$ cat config.mk
export PLATFORM = sky130hd
export DESIGN_NAME = slot_pool_free_list_allocator_top
export DESIGN_NICKNAME = d
export VERILOG_FILES = /design/src/hdl/spfl_pkg.sv /design/src/hdl/spfl_link_mem.sv /design/src/hdl/slot_pool_free_list_allocator_top.sv
export SDC_FILE = /design/constraint.sdc
export NUM_CORES = 1
export LEC_CHECK = 0
export BUFFER_PORTS_ARGS = -buffer_cell sky130_fd_sc_hd__buf_2
export CORE_MARGIN = 1.5
export CORE_UTILIZATION = 25
export DETAILED_ROUTE_END_ITERATION = 10
export PLACE_DENSITY_LB_ADDON = 0.08
export SLEW_MARGIN = 15
export SYNTH_ARGS = -nofsm -noshare
export SYNTH_HDL_FRONTEND = slang
export SYNTH_SLANG_ARGS = --single-unit
$ cat constraint.sdc
create_clock -name clk_i -period 6.4 [get_ports clk_i]
set_input_delay 0.96 -clock clk_i [delete_from_list [all_inputs] [get_ports clk_i]]
set_output_delay 0.96 -clock clk_i [all_outputs]
set_load 0.05 [all_outputs]
$ cat src/hdl/spfl_pkg.sv
// Package for the slot pool free-list allocator.
// Holds the default pool size, the font limit and the request and status codes.
// No dependencies.
package spfl_pkg;

  localparam int SlotsDef  = 64;
  localparam int FontCount = 7;

  typedef enum logic {
    ACT_ALLOC = 1'b0,
    ACT_FREE  = 1'b1
  } action_e;

  typedef enum logic [2:0] {
    ST_OK           = 3'd0,
    ST_EMPTY        = 3'd1,
    ST_BAD_FONT     = 3'd2,
    ST_EMPTY_TEXT   = 3'd3,
    ST_BAD_INDEX    = 3'd4,
    ST_ALREADY_FREE = 3'd5
  } status_e;

endpackage

$ cat src/hdl/spfl_link_mem.sv
// Next-free link memory of the slot pool allocator.
// One write port, one registered read port; unwritten entries read as index plus one.
// Depends on nothing outside this file.
module spfl_link_mem #(
  parameter int Slots = 64,
  parameter int Iw    = 6
) (
  input  logic          clk_i,
  input  logic          rst_ni,
  input  logic          wr_en_i,
  input  logic [Iw-1:0] wr_addr_i,
  input  logic [Iw-1:0] wr_data_i,
  input  logic [Iw-1:0] rd_addr_i,
  output logic [Iw-1:0] rd_data_o
);

  logic [Iw-1:0] mem [Slots];
  logic          written_q [Slots];
  logic [Iw-1:0] rd_q;

  always_ff @(posedge clk_i) begin
    if (wr_en_i) begin
      mem[wr_addr_i] <= wr_data_i;
    end
  end

  // An entry never written still holds its reset link.
  always_ff @(posedge clk_i or negedge rst_ni) begin
    if (!rst_ni) begin
      for (int i = 0; i < Slots; i++) begin
        written_q[i] <= 1'b0;
      end
      rd_q <= Iw'(1);
    end else begin
      if (wr_en_i) begin
        written_q[wr_addr_i] <= 1'b1;
      end
      rd_q <= written_q[rd_addr_i] ? mem[rd_addr_i] : rd_addr_i + Iw'(1);
    end
  end

  assign rd_data_o = rd_q;

endmodule

$ cat src/hdl/slot_pool_free_list_allocator_top.sv
// Slot pool allocator: LIFO free list over a fixed pool of slots.
// A request is held in the input register and its result in the result register.
// Throughput: one request per cycle while the output is not stalled; the head link is prefetched from the link memory.
// Reset: free list holds slots 0 to Slots-1 ascending, all slots vacant, count = Slots.
// Uses spfl_pkg and spfl_link_mem.
module slot_pool_free_list_allocator_top #(
  parameter int Slots = spfl_pkg::SlotsDef
) (
  input  logic        clk_i,
  input  logic        rst_ni,
  input  logic        s_axis_tvalid_i,
  output logic        s_axis_tready_o,
  input  logic [23:0] s_axis_tdata_i,   // slot_index[6:0], font_code[10:7], first_char[18:11]
  input  logic        s_axis_tuser_i,   // action
  output logic        m_axis_tvalid_o,
  input  logic        m_axis_tready_i,
  output logic [15:0] m_axis_tdata_o    // granted_slot[5:0], status[8:6], slots_left[15:9]
);

  localparam int Iw = (Slots > 1) ? $clog2(Slots) : 1;
  localparam int Cw = $clog2(Slots + 1);

  // Input register
  logic                 s1_vld_q;
  spfl_pkg::action_e    s1_act_q;
  logic [6:0]           s1_idx_q;
  logic [3:0]           s1_font_q;
  logic [7:0]           s1_char_q;
  logic                 s1_vac_q;

  // Result register
  logic                 out_vld_q;
  logic [15:0]          out_data_q;

  // Free list state
  logic [Iw-1:0]        head_q, head_d;
  logic [Cw-1:0]        count_q, count_d;
  logic                 vacant_q [Slots];
  logic [Iw-1:0]        byp_q;
  logic                 byp_sel_q;

  logic                 advance;
  logic [Iw-1:0]        link;
  logic [Iw-1:0]        rd_data;
  logic [Iw-1:0]        idx_w;
  logic [Iw-1:0]        in_idx_w;
  logic                 in_vac;
  logic                 do_alloc, do_free;
  spfl_pkg::status_e    status;
  logic [5:0]           granted;

  assign advance         = s1_vld_q && (!out_vld_q || m_axis_tready_i);
  assign s_axis_tready_o = !s1_vld_q || advance;
  assign link            = byp_sel_q ? byp_q : rd_data;
  assign idx_w           = Iw'(s1_idx_q);
  assign in_idx_w        = Iw'(s_axis_tdata_i[6:0]);

  // Look up the vacancy of the incoming slot; forward the update made at this edge.
  always_comb begin
    in_vac = vacant_q[in_idx_w];
    if (do_alloc && head_q == in_idx_w) begin
      in_vac = 1'b0;
    end else if (do_free && idx_w == in_idx_w) begin
      in_vac = 1'b1;
    end
  end

  always_comb begin
    status   = spfl_pkg::ST_OK;
    do_alloc = 1'b0;
    do_free  = 1'b0;
    if (s1_act_q == spfl_pkg::ACT_ALLOC) begin
      if (count_q == '0) begin
        status = spfl_pkg::ST_EMPTY;
      end else if (s1_font_q >= 4'(spfl_pkg::FontCount)) begin
        status = spfl_pkg::ST_BAD_FONT;
      end else if (s1_char_q == 8'd0) begin
        status = spfl_pkg::ST_EMPTY_TEXT;
      end else begin
        do_alloc = advance;
      end
    end else begin
      if (32'(s1_idx_q) >= Slots) begin
        status = spfl_pkg::ST_BAD_INDEX;
      end else if (s1_vac_q) begin
        status = spfl_pkg::ST_ALREADY_FREE;
      end else begin
        do_free = advance;
      end
    end
  end

  always_comb begin
    head_d  = head_q;
    count_d = count_q;
    granted = 6'd0;
    if (do_alloc) begin
      head_d  = link;
      count_d = count_q - Cw'(1);
      granted = 6'(head_q);
    end else if (do_free) begin
      head_d  = idx_w;
      count_d = count_q + Cw'(1);
    end
  end

  // Read the link of the next head; a push forwards the old head directly.
  spfl_link_mem #(
    .Slots (Slots),
    .Iw    (Iw)
  ) u_link_mem (
    .clk_i     (clk_i),
    .rst_ni    (rst_ni),
    .wr_en_i   (do_free),
    .wr_addr_i (idx_w),
    .wr_data_i (head_q),
    .rd_addr_i (head_d),
    .rd_data_o (rd_data)
  );

  always_ff @(posedge clk_i or negedge rst_ni) begin
    if (!rst_ni) begin
      s1_vld_q  <= 1'b0;
      out_vld_q <= 1'b0;
      head_q    <= '0;
      count_q   <= Cw'(Slots);
      byp_sel_q <= 1'b0;
      for (int i = 0; i < Slots; i++) begin
        vacant_q[i] <= 1'b1;
      end
    end else begin
      if (s_axis_tready_o) begin
        s1_vld_q <= s_axis_tvalid_i;
      end
      if (advance) begin
        out_vld_q <= 1'b1;
      end else if (m_axis_tready_i) begin
        out_vld_q <= 1'b0;
      end
      head_q    <= head_d;
      count_q   <= count_d;
      byp_sel_q <= do_free;
      if (do_alloc) begin
        vacant_q[head_q] <= 1'b0;
      end else if (do_free) begin
        vacant_q[idx_w] <= 1'b1;
      end
    end
  end

  always_ff @(posedge clk_i) begin
    if (s_axis_tvalid_i && s_axis_tready_o) begin
      s1_act_q  <= spfl_pkg::action_e'(s_axis_tuser_i);
      s1_idx_q  <= s_axis_tdata_i[6:0];
      s1_font_q <= s_axis_tdata_i[10:7];
      s1_char_q <= s_axis_tdata_i[18:11];
      s1_vac_q  <= in_vac;
    end
    if (do_free) begin
      byp_q <= head_q;
    end
    if (advance) begin
      out_data_q <= {7'(count_d), status, granted};
    end
  end

  assign m_axis_tvalid_o = out_vld_q;
  assign m_axis_tdata_o  = out_data_q;

  assert property (@(posedge clk_i) disable iff (!rst_ni) 32'(count_q) <= Slots)
    else $error("free count above pool size");

  assert property (@(posedge clk_i) disable iff (!rst_ni) do_alloc |-> vacant_q[head_q])
    else $error("allocated slot was not vacant");

  assert property (@(posedge clk_i) disable iff (!rst_ni)
    do_free |=> count_q == $past(count_q) + Cw'(1) && head_q == $past(idx_w))
    else $error("push did not update head and count");

  assert property (@(posedge clk_i) disable iff (!rst_ni)
    (do_alloc || do_free) |-> advance)
    else $error("state changed without a request advancing");

endmodule
==> summary.txt <==
Pwr
  – Int Power: around 0.008 W
  – Psw: roughly 0.0044 W
  – Worst vdd ir: 0.159 mV
  – Combinational power share: 0.293
  – Pleak: 10.0 nW
  – Clk pwr share: 0.322
  – PD cells: roughly 440 mW/mm²
  – Pwr Total: approximately 0.012 W
  – Switching portion of total power: 0.358
  – Share of power burned in registers: 0.385

Routing
  – Final wirelength: between 80 and 90 mm
  – DRC: 0
  – DR WL/cell: roughly 27 µm
  – Iter 0 DRT Violations: ~1000
  – First-pass DRT Iterations: 7
  – Vias per inst: 4.84
  – Final ANT Viol Nets: 0
  – Total number of vias: roughly 15000

Synth
  – Synth top cells by count: 427 x edfxtp_1, 182 x nand2_1, 149 x o21ai_0
  – Async S/R FF share, synth: 0.260
  – Post-synth top area cell: edfxtp_1
  – Yosys cell types: 81
  – Net count after synthesis: approximately 1800
  – Cell with the most instances after synthesis: edfxtp_1
  – Synth Instances: between 1500 and 2000
  – Post-synthesis sequential area ratio: 0.687
  – Synth top area cells: edfxtp_1 53%, dfrtp_1 8.7%, dfstp_2 7.1%, mux2i_1 4.3%, o21ai_0 3.1%
  – Ys flop type: edfxtp_1
  – Post-synth top area share: 0.529
  – Cell area after synthesis: approximately 0.024 mm²
  – Mean Syn Cell Area: 13.6 µm²
  – Ys Warns: 0
  – Post-synth EDFFs: roughly 430
  – Seq cells post-synth: about 580

Global route
  – Initial antenna violation count: 0
  – Largest net degree at the start of global routing: 71
  – Total Routing Usage GR: 0.172
  – GRT overflow: 0
  – Number of global-route vias before repair: between 15000 and 20000
  – First-pass GRT wire length: about 120 mm

Setup path
  – WP buf/inv: 3
  – Endpoint arrival time on the critical path: between 5 and 6 ns
  – Cell breakdown of the critical path: a31oi_1 -> o2111ai_2 -> nor2_4 -> mux2i_4 -> buf_4 -> buf_4 -> a21oi_1 -> nor4_1 -> buf_4 -> o2bb2ai_1 -> nor3_1 -> or4b_1 -> o221a_2
  – R2r setup slk: around 1.3 ns
  – Top delay family on crit path: simple AND/OR/NAND/NOR gates
  – Max incr delay on CP: 0.92 ns
  – Worst reg2reg endpoint: u_link_mem.rd_data_o[5]
  – R2r startpoint: s1_font_q[1]
  – Worst path most repeated cell: buf_4
  – Worst Setup End Kind: flip-flop
  – Critical path depth in cells: 13
  – CP Launch Point: s1_font_q[1]
  – CP Launch Type: flip-flop
  – Reg2reg path depth: 13
  – Crit-path slowest cell: mux2i_4
  – Type of the worst setup path: reg -> reg
  – Max Fanout on Critical Path: 24
  – Critical path endpoint: u_link_mem.rd_data_o[5]
  – Critical path data required time: 6.90 ns

Clock tree
  – Bufs on Longest Clock Path: 3
  – CTS tree: done
  – Hold Buf Count CTS: 0
  – H-tree level count: 3
  – CTS Root Cell: clkbuf_16
  – Cts bufs inserted: a little over 70
  – Clock Pin Slew Worst Setup and Hold Paths: ~0.06 ns
  – Worst-Skew Late Latency: between 0.6 and 0.7 ns
  – Clk sinks: between 500 and 600
  – Number of setup buffers added after CTS: 0
  – Cts repair resizes: 0

Outcome
  – Status: complete, no violations

STA
  – Worst Tran Pin Value: between 1 and 1.5 ns
  – Period utilization: 0.793
  – Clock period minus worst slack: about 5 ns
  – Fin. max-slew vios: 0
  – Post-route clock skew: between 0.02 and 0.025 ns
  – Max Clk Rate: 197 MHz
  – Relative slew slack: 0.229
  – Final TNS setup: 0 ns
  – RSZ-0062 raised after global routing: no
  – Final hold vios: 0
  – Setup violators final: 0

Finish
  – Inserted Diodes: 0
  – Layout Nets: between 1500 and 2000
  – Synth-to-Final Area Change: 16.9%
  – Layout cell share with drive strength beyond 1: 0.225

Die
  – Die H: around 310 µm
  – Die X: roughly 310 µm
  – Core region area: 0.0964 mm²
  – Row count: roughly 110
  – # IOs: 47
  – Initial Utilization: 0.252
  – Die ar.: ~0.099 mm²

Flow run
  – Max-cap violations: 0

Placed design
  – RD Place Congestion: ~0.8
  – Hpwl dp: 52.7 mm
  – I/O Buffers: slightly above 40

Min path
  – HP Class: in -> async
-- layer usage --
layer	routed length [µm]	track usage	vias to the layer above
met3	3470	0.0260	104
met5	0	0	-
met2	38900	0.269	352
li1	-	-	6851
met4	1770	0.0409	0
met1	40400	0.248	8081
-- kinds of logic after synthesis --
group / after synthesis / share of synthesized area
AOI/OAI and AO/OA: 383 / 0.0997
muxes: 154 / 0.0767
buffers and inverters: 131 / 0.0263
and+or+nand+nor: 512 / 0.101
DFF: 577 / 0.687
adders and majority gates: 3 / 0.00155
xor gates and xnor gates: 21 / 0.00758
-- final cells by class --
cell class                      count  area [µm²]
Multi-Input combinational cell   1073        7020
Inverter                           16        67.6
Timing Repair Buffer              104         722
Clock buffer                       97        1990
Clock inverter                     34         299
Tap cell                         1276        1600
Sequential cell                   577       16700
Fill cell                        9760       68100
-- state kept, by name (all words and copies together), names as in the netlist --
signal,cells
s1_vac_q,1
s1_act_q,1
m_axis_tvalid_o,1
s1_idx_q,7
count_q,7
s1_char_q,8
head_q,6
byp_q,6
s1_font_q,4
u_link_mem.rd_data_o,6
u_link_mem.mem,384
u_link_mem.written_q,64
byp_sel_q,1
s1_vld_q,1
m_axis_tdata_o,16
vacant_q,64
-- metrics by stage --
stage	setup WS (ns)	hold WS (ns)	instances	cell area, µm²	utilization
3_3_place_gp	0.895	0.442	3046	26100	0.270
2_1_floorplan	2.51	0.430	1781	24300	-
5_1_grt	1.01	0.393	3177	28400	0.294
3_5_place_dp	0.956	0.445	3046	26100	0.270
6_report	1.33	0.372	3177	28400	0.294
4_1_cts	1.26	0.353	3177	28400	0.294
-- layout by cell type, fill, tap and decap left out, types with 6 or more instances in the layout --
master / n
nor3_1: 10
inv_1: 13
o211ai_1: 8
buf_4: 60
xnor2_1: 12
o21ai_0: 148
dfstp_2: 66
dfrtp_1: 78
mux2_2: 24
dfrtp_2: 6
a31oi_1: 12
a21oi_1: 69
a221oi_1: 8
buf_2: 40
clkbuf_16: 74
mux4_2: 22
a22oi_1: 7
o221ai_1: 6
xor2_1: 9
nand3_1: 28
a211oi_1: 19
and3_1: 29
nand2b_1: 7
or3_1: 6
a311oi_1: 9
nor4_1: 14
clkinv_1: 6
a2111oi_0: 8
nor2_1: 127
clkbuf_1: 18
o22ai_1: 36
clkinv_2: 15
nor2b_1: 6
nand2_1: 182
nand3b_1: 11
or2_2: 64
mux2i_1: 102
edfxtp_1: 427
-- power groups by stage --
stage	clock network, W	registers [W]	logic [W]
after global placement	0	0.00484	0.00371
after floorplan	0	0.00489	0.00186
after global routing	0.00422	0.00479	0.00390
after detailed placement	0	0.00484	0.00371
final	0.00398	0.00476	0.00362
after CTS	0.00409	0.00477	0.00372
-- worst min path at each step --
stage	start	endpoint	slack (ns)	depth (start not counted)
global route	rst_ni	u_link_mem.written_q[39]	0.39	1
floorplan	u_link_mem.written_q[16]	u_link_mem.written_q[16]	0.43	1
CTS	rst_ni	u_link_mem.written_q[39]	0.35	1
finish	rst_ni	u_link_mem.written_q[39]	0.37	1
global placement	u_link_mem.written_q[48]	u_link_mem.written_q[48]	0.44	1
detailed placement	u_link_mem.written_q[24]	u_link_mem.written_q[24]	0.45	1
Power figures use the tool's default switching activity.
